===== src/hdl/mtg_pkg.sv =====
`timescale 1ns / 1ps
`default_nettype none

package mtg_pkg;

  // Store geometry
  localparam int unsigned STORE_WORDS = 624;
  localparam int unsigned ADDR_W      = 10;
  localparam int unsigned WORD_W      = 32;

  localparam logic [ADDR_W-1:0] LAST_ADDR      = 10'd623;
  localparam logic [ADDR_W-1:0] TWIST_SHIFT    = 10'd397;
  localparam logic [ADDR_W-1:0] INDEX_TWIST    = 10'd624;
  localparam logic [ADDR_W-1:0] INDEX_UNSEEDED = 10'd625;

  // Recurrence and tempering constants
  localparam logic [WORD_W-1:0] DEFAULT_SEED = 32'd5489;
  localparam logic [WORD_W-1:0] INIT_MULT    = 32'd1812433253;
  localparam logic [WORD_W-1:0] MATRIX_A     = 32'h9908_b0df;
  localparam logic [WORD_W-1:0] TEMPER_B     = 32'h9d2c_5680;
  localparam logic [WORD_W-1:0] TEMPER_C     = 32'hefc6_0000;

  // Operation codes
  localparam logic OP_SEED     = 1'b0;
  localparam logic OP_GENERATE = 1'b1;

  // Sequencer states
  typedef enum logic [7:0] {
    ST_IDLE     = 8'b0000_0001,
    ST_SEED_MUL = 8'b0000_0010,
    ST_SEED_ADD = 8'b0000_0100,
    ST_TW_P0    = 8'b0000_1000,
    ST_TW_P1    = 8'b0001_0000,
    ST_TW_RUN   = 8'b0010_0000,
    ST_GEN_RD   = 8'b0100_0000,
    ST_GEN_OUT  = 8'b1000_0000
  } state_t;

endpackage

`default_nettype wire


===== src/hdl/mtg_twist.sv =====
`timescale 1ns / 1ps
`default_nettype none

module mtg_twist (
  input  wire logic        upper_bit,
  input  wire logic [31:0] next_word,
  input  wire logic [31:0] far_word,
  output logic      [31:0] twisted
);

  logic [31:0] y;

  // Join the top bit of the current word with the low bits of the next one
  assign y = {upper_bit, next_word[30:0]};

  // Shift, fold in the twist matrix on an odd value
  assign twisted = far_word ^ {1'b0, y[31:1]} ^ (y[0] ? mtg_pkg::MATRIX_A : 32'd0);

endmodule

`default_nettype wire


===== config.mk =====
export PLATFORM = sky130hd
export DESIGN_NAME = mtg_twist
export DESIGN_NICKNAME = d
export VERILOG_FILES = /design/src/hdl/mtg_pkg.sv /design/src/hdl/mtg_twist.sv
export SDC_FILE = /design/constraint.sdc
export NUM_CORES = 1
export LEC_CHECK = 0
export BUFFER_PORTS_ARGS = -buffer_cell sky130_fd_sc_hd__buf_2
export CORE_UTILIZATION = 25
export DETAILED_ROUTE_END_ITERATION = 6
export PLACE_DENSITY = 0.9
export SETUP_SLACK_MARGIN = 0.05
export SYNTH_ARGS = -nofsm -noshare
export SYNTH_HDL_FRONTEND = slang
export SYNTH_SLANG_ARGS = --single-unit

===== constraint.sdc =====
create_clock -name vclk -period 0.8
set_input_delay 0.04 -clock vclk [all_inputs]
set_output_delay 0.04 -clock vclk [all_outputs]
set_load 0.005 [all_outputs]

### Word level (Yosys, flattened, before mapping)

Index checks and enable logic that the tools add are counted.

| word-level totals | value |
|---|---|
| register bits | 0 |
| input port bits | 65 |
| output and inout port bits | 32 |
| word-level logic and storage cells | 3 |

| cells by class | value |
|---|---|
| multiplexer cells | 1 |
| bitwise gates (word level) | 2 |

Operator list:

| operator | number |
|---|---|
| $mux W32 | 1 |
| $xor A32 B31 Y32 | 1 |
| $xor A32 B32 Y32 | 1 |

### Logic depth before layout (Yosys ltp)

Gate-level depths: netlist (run 1).

| logic depth | value |
|---|---|
| word-level depth | 2 |
| mapped depth | 2 |

### Worst setup path after synthesis (run 1)

OpenSTA, ideal clock, no wires.

| timing path | value |
|---|---|
| path kind | in2out |
| start | input next_word[0] |
| end | output twisted[12] |
| arrival | 0.552 ns |
| required time | 0.760 ns |
| slack | 0.208 ns |
| stages | 2 |
| buffers on the path | 1 |
| cells stage by stage | buf_6 xor3_1 |

| between the ends | value |
|---|---|
| cells in the longest elaborated chain, start to end | 2 |

RTL lines:

| element | line | text |
|---|---|---|
| from (decl) | mtg_twist.sv:6 | `input wire logic [31:0] next_word,` |
| $mux W32 | mtg_twist.sv:17 | `assign twisted = far_word ^ {1'b0, y[31:1]} ^ (y[0] ? mtg_pkg::MATRIX_A : 32'd0);` |
| $xor A32 B32 Y32 | mtg_twist.sv:17 |  |
| to (decl) | mtg_twist.sv:8 | `output logic [31:0] twisted` |

No other way between the ends.

### Worst setup path after layout (run 1)

| timing path | value |
|---|---|
| start | input next_word[0] |
| end | output twisted[15] |

The elaborated chain is that of the path after synthesis.

==> results.yml, run 1 <==
placement:
  place.gp.congestion: 0.725
  hpwl_um: 1400
  preCtsSetupSlack_ns: -0.154
  port_buffers: 96
  dpl_cell_area_mm2: 0.00104
layout:
  post-route-util: 0.563
  seq_cells: 0
  diodes: 0
  multiInputGateArea_um2: 509
  final_cell_area_mm2: 0.00110
  finalNetCount: 198
  seqCellArea_um2: 0
  num-fill-cells: 183
  clkbuf_count: 0
  layout-drive-gt1-share: 0.794
  syn2layout_area_growth_pct: 112
global_routing:
  grt_pass1_vias: 518
  grt_pass1_wl_um: 1940
  grt_max_degree: 8
  antenna_found_initial: 0
  grt_usage: 0.114
  gr-total-overflow: 0
logic_synthesis:
  synth-xor-area-share: 0.978
  synth_cell_type_count: 4
  synth_adder_area_share: 0
  synth_compound_area_frac: 0
  synth_top_cell_by_area: "xor3_1"
  syn_avg_cell_area_um2: 15.8
  syn_inst: 33
  yosysWarningCount: 0
  synthMuxAreaShare: 0
  synth_area_leaders: "xor3_1 (41%), xor2_1 (30%), xor3_4 (26%)"
  syn-cell-area_um2: 520
  synth_top_cell_area_share: 0.411
  synth_top_family_by_area: "XOR/XNOR gates"
  yosys.area_share.simple: 0
  syn-num-nets: 98
  yosysSeqAreaShare: 0
power_and_ir_drop:
  power_density_mw_per_mm2: 679
  ir_drop_uv: 324
  p_leak_nw: 0.711
sta:
  tightestPinTransition_ns: 0.127
  rsz0062_at_grt: "yes"
  whs_ns: 0.325
  finalCritPeriodShare: 1.02
  min_period_ns: 0.818
  maxSlewViolCount: 0
  setup_viol: 7
  hold_viol: 0
  relSlewSlack: 0.915
  setup_ws_ns: -0.0182
  fmax_mhz: 1220
flow_run:
  drv_cap: 0
routing:
  vias: 638
  via_per_inst: 4.04
  drt_iter0_markers: 0
  drtPass1Iterations: 1
  drc_errors: 0
  wl_um: 1550
  ant_nets: 0
  routedWlPerCell_um: 9.82
outcome:
  violations: "setup timing"
  status: "finished, violations left"
setup_path:
  cp.arrival_ns: 0.78
  max_stage_delay_ns: 0.39
  critPathCaptureType: "output port"
  slowest_stage: "xor3_1"
  crit_type: "in2out"
  crit_path_frequent_cell: "buf_12"
  critPathMaxFanout: 7
  cp.required_ns: 0.76
  cp-start-kind: "primary input"
  path_cells: "buf_12 -> buf_12 -> xor3_1 -> buf_2"
worst_hold_path:
  hold_path_class: "in2out"
  holdPathEnd: "twisted[10]"
  min-delay-start: "far_word[10]"
  hold_depth: 3
die:
  placementRows: 16
  dieArea_mm2: 0.00227
  die_width_um: 47.6
  core-area_mm2: 0.00196
  initial_utilization: 0.265
  ios: 97
  fp.dieH_um: 47.6
[metrics by stage]
step / total power [W] / instances / setup TNS [ns]
after floorplan: 0.000328 / 33 / 0
after global placement: 0.000705 / 156 / -1.29
after detailed placement: 0.000715 / 156 / -1.70
after CTS: 0.000749 / 158 / -0.139
after global routing: 0.000821 / 158 / -0.266
final: 0.000750 / 158 / -0.0691
[power breakdown]
group / leakage [nW] / switching (W) / internal [W]
registers: 0 / 0 / 0
logic: 0.711 / 0.000234 / 0.000516
clock network: 0 / 0 / 0
[cell usage after synthesis]
cell / instances
xor3_4: 5
xor2_1: 18
buf_6: 1
xor3_1: 9
[cell families (layout without fill, tap and decap cells)]
| family | Yosys count | count (layout) |
|---|---|---|
| buf+inv | 1 | 99 |
| xor+xnor | 32 | 32 |
[critical path: cells and delay by family]
family / cells / cell delay [ns]
xor gates and xnor gates: 1 / 0.39
buffers and inverters: 3 / 0.34
[placed cells by master (no fill, tap or decap)]
cell type | Yosys | routed
buf_6 | 1 | 2
xor2_1 | 18 | 18
xor3_4 | 5 | 5
buf_16 | 0 | 1
xor3_1 | 9 | 9
buf_2 | 0 | 94
buf_12 | 0 | 2
[layout make-up]
type | count | share of cell area
Timing Repair Buffer | 99 | 0.508
Multi-Input combinational cell | 32 | 0.461
Tap cell | 27 | 0.0306
[layer usage]
layer / wire, um / up-vias / GRT usage / share of wire
met5: 0 / - / 0 / 0
met4: 0 / 0 / 0 / 0
met3: 216 / 0 / 0 / 0.14
met2: 793 / 59 / 0.230 / 0.51
met1: 541 / 269 / 0.143 / 0.35
li1: - / 310 / - / -
[how the worst max path moves through the flow]
stage | startpoint | endpoint | cells past startpoint
after detailed placement | next_word[0] | twisted[6] | 4
after floorplan | next_word[0] | twisted[12] | 2
after CTS | next_word[0] | twisted[15] | 4
after global placement | next_word[0] | twisted[27] | 4
after global routing | next_word[0] | twisted[27] | 4
final | next_word[0] | twisted[15] | 4
[what timing repair did]
item / CTS / global route
buffers inserted: 1 / 0
hold buffers: 0 / 0
cloned: 1 / 0
setup endpoints to repair: 14 / 11
pin swaps: 4 / 0
resized for setup: 5 / 2
(Power assumes the default switching activity.)
==> run 2: changes to the inputs <==
Settings changed: ABC_AREA set to 1, CAP_MARGIN set to 20, CORE_ASPECT_RATIO set to 0.6, CORE_UTILIZATION 25 to 31, SLEW_MARGIN set to 0.
==> run 2 against run 1 <==
Against the previous run:
- the run now ends clean
- first-iteration DRC count increased by 27
- largest power group unchanged
- via count rose by 77%
- cell count up 73%
==> results.yml, run 2 <==
outcome:
  status: "finished clean"
power_and_ir_drop:
  ir_drop_uv: 234
  p_leak_nw: 0.881
  p_sw_w: 0.000334
  power_density_mw_per_mm2: 541
  switching_share: 0.488
  combPwrFrac: 1.000
  p_int_w: 0.000350
  seq_power_share: 0
  clock_power_share: 0
sta:
  relSlewSlack: 0.898
  finalCritPeriodShare: 0.840
  min_period_ns: 0.672
  rsz0062_at_grt: "no"
  hold_viol: 0
  fmax_mhz: 1490
  tightestPinTransition_ns: 0.153
  maxSlewViolCount: 0
  setup_viol: 0
  setup_ws_ns: 0.128
  setup_tns_ns: 0
die:
  core-area_mm2: 0.00226
  initial_utilization: 0.340
  fp.dieH_um: 40.6
  dieArea_mm2: 0.00269
  placementRows: 13
  ios: 97
  die_width_um: 66.3
routing:
  ant_nets: 0
  via_per_inst: 4.13
  wl_um: 2200
  routedWlPerCell_um: 8.04
  vias: 1127
  drtPass1Iterations: 4
  drt_iter0_markers: 27
  drc_errors: 0
logic_synthesis:
  syn-cell-area_um2: 769
  yosysWarningCount: 0
  yosysSeqAreaShare: 0
  syn_avg_cell_area_um2: 5.20
  synth_top_cell_area_share: 0.341
  syn_inst: 148
  synth_commonest_cells: "nand2_1 (70), inv_1 (28), nand3_1 (18), xor2_1 (18), nand3_2 (10)"
  synth_cell_type_count: 8
  synthMostInstantiatedCell: "nand2_1"
  synth_top_cell_by_area: "nand2_1"
  syn-num-nets: 213
  synth_area_leaders: "nand2_1 (34%), xor2_1 (20%), inv_1 (14%)"
layout:
  post-route-util: 0.559
  final_cell_area_mm2: 0.00126
  seqCellArea_um2: 0
  final_cell_mix: "buf_2 (96), nand2_1 (70), inv_1 (28)"
  multiInputGateArea_um2: 611
  seq_cells: 0
  diodes: 0
  layout-drive-gt1-share: 0.449
  syn2layout_area_growth_pct: 64.2
  instances_no_fill: 273
  clkbuf_count: 0
  finalNetCount: 310
  final_common_cell: "buf_2"
  num-fill-cells: 229
setup_path:
  critPathLaunch: "next_word[0]"
  cp.required_ns: 0.76
  critPathMaxFanout: 6
  cp.arrival_ns: 0.63
  cp-start-kind: "primary input"
  crit_type: "in2out"
  critPathCaptureType: "output port"
  cp-endpoint: "twisted[12]"
flow_run:
  drv_cap: 0
global_routing:
  gr-total-overflow: 0
  grt_pass1_vias: 728
  grt_usage: 0.135
  antenna_found_initial: 0
  grt_pass1_wl_um: 2860
  grt_max_degree: 15
placement:
  numPlacedInstances: 273
  hpwl_um: 1970
  place.gp.congestion: 0.695
  port_buffers: 96
  dpl_cell_area_mm2: 0.00126
  preCtsSetupSlack_ns: 0.0967
worst_hold_path:
  hold_depth: 3
  hold_path_class: "in2out"
clocking:
  cts_hold_buffers: 0
## run 2: repair_timing
action	CTS	global route
endpoints found under the setup margin	0	3
gates resized for setup	0	1
buffers inserted	0	0
## run 2: worst min-delay path by stage
| stage | startpoint | end |
|---|---|---|
| detailed placement | far_word[22] | twisted[22] |
| CTS | far_word[22] | twisted[22] |
| global route | far_word[26] | twisted[26] |
| finish | far_word[22] | twisted[22] |
| floorplan | far_word[10] | twisted[10] |
| global placement | far_word[16] | twisted[16] |
## run 2: final cells by class
| cell class | instances | area share |
|---|---|---|
| multi-input combinational | 116 | 0.483 |
| tap | 30 | 0.0297 |
| inverter | 29 | 0.0921 |
| timing repair buffer | 98 | 0.395 |
## run 2: kinds of logic (layout without fill, tap and decap cells)
family	count (synthesis)	in the layout	share of synthesized area
XOR/XNOR	18	18	0.205
buffers and inverters	32	127	0.207
AND/OR/NAND/NOR	98	98	0.589
## run 2: per-layer routing
metal | vias to the layer above | track usage | wire (um)
met4 | 0 | 0 | 0
li1 | 633 | - | -
met3 | 0 | 0.00284 | 94
met2 | 33 | 0.255 | 1070
met1 | 461 | 0.186 | 1030
met5 | - | 0 | 0
## run 2: through the flow
stage,power [W],hold WS (ns)
6_report,0.000684,0.324
5_1_grt,0.000771,0.337
4_1_cts,0.000686,0.325
3_5_place_dp,0.000684,0.325
3_3_place_gp,0.000666,0.324
2_1_floorplan,0.000323,0.131
## run 2: power groups by stage
stage	combinational, W	clock (W)	sequential, W
finish	0.000684	0	0
global route	0.000771	0	0
CTS	0.000686	0	0
detailed placement	0.000684	0	0
global placement	0.000666	0	0
floorplan	0.000323	0	0
## run 2: critical path, cell delays in order
cell     delay, ns
buf_2         0.17
buf_4         0.17
nand3_1       0.09
nand2_1       0.06
buf_2         0.11
