===== src/hdl/mtg_pkg.sv =====
`timescale 1ns / 1ps
`default_nettype none

package mtg_pkg;

  // Store geometry
  localparam int unsigned STORE_WORDS = 624;
  localparam int unsigned ADDR_W      = 10;
  localparam int unsigned WORD_W      = 32;

  localparam logic [ADDR_W-1:0] LAST_ADDR      = 10'd623;
  localparam logic [ADDR_W-1:0] TWIST_SHIFT    = 10'd397;
  localparam logic [ADDR_W-1:0] INDEX_TWIST    = 10'd624;
  localparam logic [ADDR_W-1:0] INDEX_UNSEEDED = 10'd625;

  // Recurrence and tempering constants
  localparam logic [WORD_W-1:0] DEFAULT_SEED = 32'd5489;
  localparam logic [WORD_W-1:0] INIT_MULT    = 32'd1812433253;
  localparam logic [WORD_W-1:0] MATRIX_A     = 32'h9908_b0df;
  localparam logic [WORD_W-1:0] TEMPER_B     = 32'h9d2c_5680;
  localparam logic [WORD_W-1:0] TEMPER_C     = 32'hefc6_0000;

  // Operation codes
  localparam logic OP_SEED     = 1'b0;
  localparam logic OP_GENERATE = 1'b1;

  // Sequencer states
  typedef enum logic [7:0] {
    ST_IDLE     = 8'b0000_0001,
    ST_SEED_MUL = 8'b0000_0010,
    ST_SEED_ADD = 8'b0000_0100,
    ST_TW_P0    = 8'b0000_1000,
    ST_TW_P1    = 8'b0001_0000,
    ST_TW_RUN   = 8'b0010_0000,
    ST_GEN_RD   = 8'b0100_0000,
    ST_GEN_OUT  = 8'b1000_0000
  } state_t;

endpackage

`default_nettype wire


===== src/hdl/mtg_temper.sv =====
`timescale 1ns / 1ps
`default_nettype none

module mtg_temper (
  input  wire logic [31:0] raw,
  output logic      [31:0] tempered
);

  logic [31:0] t1;
  logic [31:0] t2;
  logic [31:0] t3;

  // Four shift-and-XOR steps, the middle two masked
  assign t1       = raw ^ (raw >> 11);
  assign t2       = t1 ^ ((t1 << 7) & mtg_pkg::TEMPER_B);
  assign t3       = t2 ^ ((t2 << 15) & mtg_pkg::TEMPER_C);
  assign tempered = t3 ^ (t3 >> 18);

endmodule

`default_nettype wire


===== config.mk =====
export PLATFORM = sky130hd
export DESIGN_NAME = mtg_temper
export DESIGN_NICKNAME = d
export VERILOG_FILES = /design/src/hdl/mtg_pkg.sv /design/src/hdl/mtg_temper.sv
export SDC_FILE = /design/constraint.sdc
export NUM_CORES = 1
export LEC_CHECK = 0
export ABC_CLOCK_PERIOD_IN_PS = 2700
export BUFFER_PORTS_ARGS = -buffer_cell sky130_fd_sc_hd__buf_2
export CAP_MARGIN = 20
export CORE_MARGIN = 2
export CORE_UTILIZATION = 41
export DETAILED_ROUTE_END_ITERATION = 8
export PLACE_DENSITY = 0.89
export SLEW_MARGIN = 15
export SYNTH_ARGS = -nofsm -noshare
export SYNTH_HDL_FRONTEND = slang
export SYNTH_SLANG_ARGS = --single-unit

===== constraint.sdc =====
create_clock -name vclk -period 2.7
set_input_delay 0.135 -clock vclk [all_inputs]
set_output_delay 0.135 -clock vclk [all_outputs]
set_load 0.02 [all_outputs]

== Word-level counts from Yosys, hierarchy flattened ==
Cells that the tools add are included.

* Register bits: 0
* ROM bits: 0
* Bits in latches: 0
* Input bits: 32
* Output and inout port bits: 32
* RAM bits: 0
* Word-level logic and storage cells: 4
* Memories kept: 0

* Divide/modulo/power cells: 0
* $lt $le $gt $ge: 0
* Mux-type cells: 0
* Bitwise operators: 4
* Multiply operators: 0
* Eq/ne operators: 0
* Add/sub/neg operators: 0
* Shift operators: 0
* Reductions and logical operators: 0

{| class="wikitable"
|+ Operators with widths
! kind !! number
|-
| bitwise XOR 32 bit || 2
|-
| bitwise XOR 32 x 14 -> 32 bit || 1
|-
| bitwise XOR 32 x 21 -> 32 bit || 1
|}

== Logic depth before layout (Yosys ltp) ==
Gate-level depths: netlist (run 1).

* Depth in word-level cells: 4
* Depth in mapped cells: 3

== Least setup slack after synthesis (run 1) ==
No wires, ideal clock.

* Path type: input-to-output
* Start point: input raw[22]
* End point: output tempered[0]
* Path slack: 1216 ps
* Required time: 2565 ps
* Buffers on the path: 0
* Stages: 3
* Arrival: 1349 ps
* Cell sequence: xnor2_2 > xnor3_1 > xnor2_1

* Longest elaborated chain between the ends: 4

{| class="wikitable"
|+ RTL lines
! item !! RTL line !! text
|-
| start: declaration || mtg_temper.sv:5 || <nowiki>input wire logic [31:0] raw,</nowiki>
|-
| bitwise XOR 32 x 21 -> 32 bit || mtg_temper.sv:14 || <nowiki>assign t1 = raw ^ (raw >> 11);</nowiki>
|-
| bitwise XOR 32 bit || mtg_temper.sv:15 || <nowiki>assign t2 = t1 ^ ((t1 << 7) & mtg_pkg::TEMPER_B);</nowiki>
|-
| bitwise XOR 32 bit || mtg_temper.sv:16 || <nowiki>assign t3 = t2 ^ ((t2 << 15) & mtg_pkg::TEMPER_C);</nowiki>
|-
| bitwise XOR 32 x 14 -> 32 bit || mtg_temper.sv:17 || <nowiki>assign tempered = t3 ^ (t3 >> 18);</nowiki>
|-
| end: declaration || mtg_temper.sv:6 || <nowiki>output logic [31:0] tempered</nowiki>
|}

Every way passes these cells.

== Final worst setup path (run 1) ==
Same ends and word-level chain as after synthesis.

==> impl_results.md, run 1 <==
- Min Tclk post-route: 1.47 ns
- RSZ-0062 raised after global routing: false
- Cell family with most CP delay: XOR/XNOR gates
- Worst setup SP type: primary input
- XOR/XNOR Fraction of Synth Area: 100%
- Chip height: 43.3 um
- Crit path capture type: output port
- CP Depth: 5
- Relative slew slack: 72.4%
- Antenna Violating Nets Remaining: 0
- Combinational Power Share: 100.0%
- Netlist cell types: 6
- Internal power: 0.000222 W
- Vias post-DR: 612
- Slowest stage cell, crit path: xnor3_1
- Drt wl/cell: 10.8 um
- Simple-gate area share of the yosys netlist: 0%
- Slowest stage delay, CP: 0.49 ns
- Flip-flop and latch count: 0
- Seq pwr share: 0%
- Worst Path Required: 2.57 ns
- Outcome: finished, final reports clean
- Ys Warns: 0
- Leak: 0.519 nW
- Most common cell on crit path: buf_2
- Hold path depth: 3
- First-pass GRT wire length: 2.26 mm
- Drt pass-1 iters: 2
- Drt via density: 4.47
- Drt drc: 0
- Reg area: 0 um2
- HPWL after DPL: 1.38 mm
- Clkbuf count: 0
- Total GRT Usage: 15.1%
- WS Path Type: in -> out
- Worst path bufs/invs: 2
- Layout Nets: 155
- Largest net degree at the start of global routing: 5
- Die width: 43.3 um
- Die Area: 0.00188 mm2
- Antenna cell count: 0
- Critical Path Fanout Max: 4
- HP Class: in -> out
- Row cnt: 14
- Worst ir drop on vdd: 0.254 mV
- Worst-Margin Slew: 0.412 ns
- Final Cycle Share: 54.3%
- Cts repair resizes: 0
- Setup TNS: 0 ns
- Slew Limit Fails: 0
- GPL Wtd Cong: 0.696
- Largest family of logic cells by synthesized area: XOR/XNOR gates
- Post-CTS setup buffers: 0
- Switching Share: 57.7%
- Core Region: 0.00147 mm2
- DR iter-0 viols: 2
- Sequential fraction of the synthesis area: 0%
- Hold_buf cts: 0
- Net Sw Power: 0.000303 W
- Max Cap Violations: 0
- Setup violations, final: 0
- Power density of the placed cells: 539 mW/mm2
- # IOs: 64
- Clock share of power: 0%
- Fraction of layout cells with a size suffix above 1: 57.0%
- Synth Area in Adders: 0%
- CP arrival: 1.33 ns
- FMAX: 0.682 GHz
- WHS: 0.578 ns
- Syn_area_per_cell: 11.1 um2
- Initial Util: 43.1%
- IO buf count: 64
- Synth Instances: 57
- Total gr overflow: 0
- Critical-path cell list: buf_2 -> xnor2_2 -> xnor3_1 -> xnor2_1 -> buf_2
- Synthesized area: 634 um2
- Number of global-route vias before repair: 568
- Compound-Gate Fraction of Synth Area: 0%
- Post-synthesis mux area share: 0%
- WL final: 1.48 mm
- Final hold vios: 0
- Net Count, Synth: 89
- Initial antenna violation count: 0
- Post-synthesis to final-layout area growth: 53.6%
==> stage by stage <==
stage                     utilization, %  setup slack (ns)  instance area [um2]  total power, W  instances
after floorplan                        -              1.22                  634        0.000363         57
after detailed placement            66.2              1.25                  975        0.000529        137
final                               66.2              1.23                  975        0.000526        137
after CTS                           66.2              1.23                  975        0.000531        137
after global routing                66.2              1.14                  975        0.000559        137
after global placement              66.2              1.23                  975        0.000521        137
==> layer usage <==
layer	part of all wire, %	GRT usage [%]	vias up
met2	57	32.8	34
met4	1.0	2.42	0
li1	-	-	308
met5	0	0	-
met3	8.7	0.833	2
met1	34	15.3	268
==> cells in the mapped netlist <==
library cell | count | share of area, %
xor2_1 | 13 | 18
xnor2_2 | 4 | 10
xor3_1 | 1 | 3.7
xor2_2 | 1 | 2.6
xnor2_1 | 32 | 44
xnor3_1 | 6 | 21
==> layout make-up <==
| cell class | count | area (um2) |
|---|---|---|
| multi-input combinational | 57 | 634 |
| fill | 132 | 497 |
| timing repair buffer | 64 | 320 |
| tap | 16 | 20.0 |
==> placed cells by master, fill, tap and decap left out <==
cell type / Yosys / layout
xor3_1: 1 / 1
xnor2_1: 32 / 32
xnor2_2: 4 / 4
xor2_1: 13 / 13
buf_2: 0 / 64
xnor3_1: 6 / 6
xor2_2: 1 / 1
==> power groups by stage <==
| stage | clock [W] | combinational (W) | sequential, W |
|---|---|---|---|
| final | 0 | 0.000526 | 0 |
| after global routing | 0 | 0.000559 | 0 |
| after CTS | 0 | 0.000531 | 0 |
| after detailed placement | 0 | 0.000529 | 0 |
| after global placement | 0 | 0.000521 | 0 |
| after floorplan | 0 | 0.000363 | 0 |
==> path summary, 6_finish.rpt <==
| path | startpoint | to | slack, ns |
|---|---|---|---|
| worst min-delay path | raw[21] | tempered[28] | 0.58 |
| worst max-delay path | raw[22] | tempered[0] | 1.23 |
==> kinds of logic after synthesis <==
group / count (synthesis)
XOR/XNOR: 57
(Power assumes the default switching activity.)
==> run 2: changes to the inputs <==
ABC_AREA = 1   (was default)
ABC_CLOCK_PERIOD_IN_PS = 1400   (was 2700)
CORE_UTILIZATION = 44   (was 41)
PLACE_DENSITY = 0.84   (was 0.89)
clock period = 1.4 ns   (was 2.7 ns; I/O delays follow)
==> run 2 against run 1 <==
  * Wire length up 38%
  * Final cell count up 93%
  * Count of clock-buffer cells in the layout unchanged
  * Die area up 28%
  * First-iteration DRC count rose to 11 times the previous value
  * Sequential cell count unchanged
  * Combinational power up 56%
  * Utilization down 1.8 points
  * Synthesized cell count rose to 3.0 times the previous value
  * Via count up 87%
==> impl_results.md, run 2 <==
- Relative slew slack: 83.4%
- Synth Area in Adders: 0%
- Switching Share: 63.6%
- HP Class: in -> out
- Synth area leaders: nand2_1, xor2_1, xnor2_1
- Commonest non-fill, non-tap cell in the layout: nand2_1
- Final Power: 0.000819 W
- Slew Limit Fails: 0
- GPL Wtd Cong: 0.781
- Net Sw Power: 0.000521 W
- Fin cells: 264
- WS Path Type: in -> out
- Fraction of layout cells with a size suffix above 1: 32.1%
- Cts repair resizes: 0
- Top cells by count, synth: nand2_1, inv_1, xor2_1
- Sequential fraction of the synthesis area: 0%
- Leak: 0.843 nW
- CP Launch Point: raw[19]
- Power density of the placed cells: 655 mW/mm2
- Slowest stage cell, crit path: or2_1
- DR iter-0 viols: 21
- Worst setup SP type: primary input
- Critical-path cell list: buf_2 -> or2_1 -> nand2_1 -> xor2_2 -> xor2_1 -> buf_2
- XOR/XNOR Fraction of Synth Area: 36.7%
- Simple-gate area share of the yosys netlist: 51.1%
- Drt via density: 4.34
- Crit path capture type: output port
- Die width: 49.1 um
- Top-count cell post-synth: nand2_1
- Largest family of logic cells by synthesized area: simple AND/OR/NAND/NOR gates
- Syn_area_per_cell: 5.19 um2
- Most common cell on crit path: buf_2
- Share of the synthesized area in the top cell type: 37.8%
- # IOs: 64
- WHS: 0.487 ns
- Synthesized area: 893 um2
- Worst Path Required: 1.33 ns
- First-pass GRT wire length: 3.42 mm
- Combinational Power Share: 100.0%
- Flip-flop and latch count: 0
- Total gr overflow: 0
- Commonest non-fill, non-tap cells in the layout: nand2_1, buf_2, inv_1
- Largest net degree at the start of global routing: 6
- DP Area: 0.00125 mm2
- Antenna Violating Nets Remaining: 0
- Ys Warns: 0
- Internal power: 0.000298 W
- Vias post-DR: 1145
- Antenna cell count: 0
- Chip height: 49.1 um
- Worst path bufs/invs: 2
- Critical Path Fanout Max: 4
- Number of global-route vias before repair: 968
- IO buf count: 64
- Drt drc: 0
- Initial Util: 46.0%
- Layout Nets: 271
- Post-synthesis to final-layout area growth: 40.1%
- Post-synthesis mux area share: 0%
- Setup TNS: 0 ns
- Compound-Gate Fraction of Synth Area: 0%
- Hold path depth: 3
- FMAX: 0.884 GHz
- Hold_buf cts: 0
- Reg area: 0 um2
- Net Count, Synth: 204
- Initial antenna violation count: 0
- Clkbuf count: 0
- Clock share of power: 0%
- Final Cycle Share: 80.8%
- Worst ir drop on vdd: 0.349 mV
- Min Tclk post-route: 1.13 ns
- Setup violations, final: 0
- Final hold vios: 0
- Outcome: finished, final reports clean
- Cell taking the most area after synthesis: nand2_1
- Post-route cell area: 0.00125 mm2
- WL final: 2.04 mm
- Core Region: 0.00194 mm2
- RSZ-0062 raised after global routing: false
- Drt wl/cell: 7.73 um
- CP arrival: 1.06 ns
- Total GRT Usage: 16.6%
- Number of placed instances, taps included: 264
- Slowest stage delay, CP: 0.24 ns
- HP Start: raw[28]
- Cell family with most CP delay: simple AND/OR/NAND/NOR gates
- Max Cap Violations: 0
- Row cnt: 16
- Netlist cell types: 14
- Worst-Margin Slew: 0.247 ns
- Die Area: 0.00241 mm2
- HPWL after DPL: 1.92 mm
- Seq pwr share: 0%
- Drt pass-1 iters: 4
- CP Depth: 6
- Post-CTS setup buffers: 0
- Synth Instances: 172
[run 2: changes by cell type in the layout (fill, tap and decap cells not counted), moves of 3 or more]
cell     previous run  this run
nand2_1             0        90
inv_1               0        26
xnor2_1            32        14
nand3_1             0        10
xnor3_1             6         0
nand2_2             0         5
xnor2_2             4         1
xor2_1             13        16
[run 2: logic make-up after synthesis]
kind of cell	count (synthesis)
buf+inv	27
simple gates	111
xor+xnor	34
[run 2: layout make-up]
type               instances  area [um2]
fillers                  213         691
well taps                 27        33.8
multi-input cells        145         785
inverters                 26        97.6
repair buffers            66         335
[run 2: final timing paths]
check | end | slack, ns
max | tempered[5] | 0.27
min | tempered[28] | 0.49
[run 2: routing by layer]
layer | up-vias | track usage [%] | share of wire, %
li1 | 638 | - | -
met1 | 468 | 16.7 | 42
met2 | 39 | 36.5 | 51
met3 | 0 | 2.15 | 7.4
met4 | 0 | 0 | 0
met5 | - | 0 | 0
[run 2: power groups by stage]
stage               Combinational [W]  Sequential, W  Clock (W)
floorplan                    0.000551              0          0
global placement             0.000818              0          0
detailed placement           0.000825              0          0
CTS                          0.000828              0          0
global route                 0.000899              0          0
finish                       0.000819              0          0
[run 2: per-stage QoR]
stage	util (%)	setup WS, ns
finish	64.4	0.268
detailed placement	64.4	0.262
floorplan	-	0.140
global placement	64.4	0.284
global route	64.4	0.124
CTS	64.4	0.258
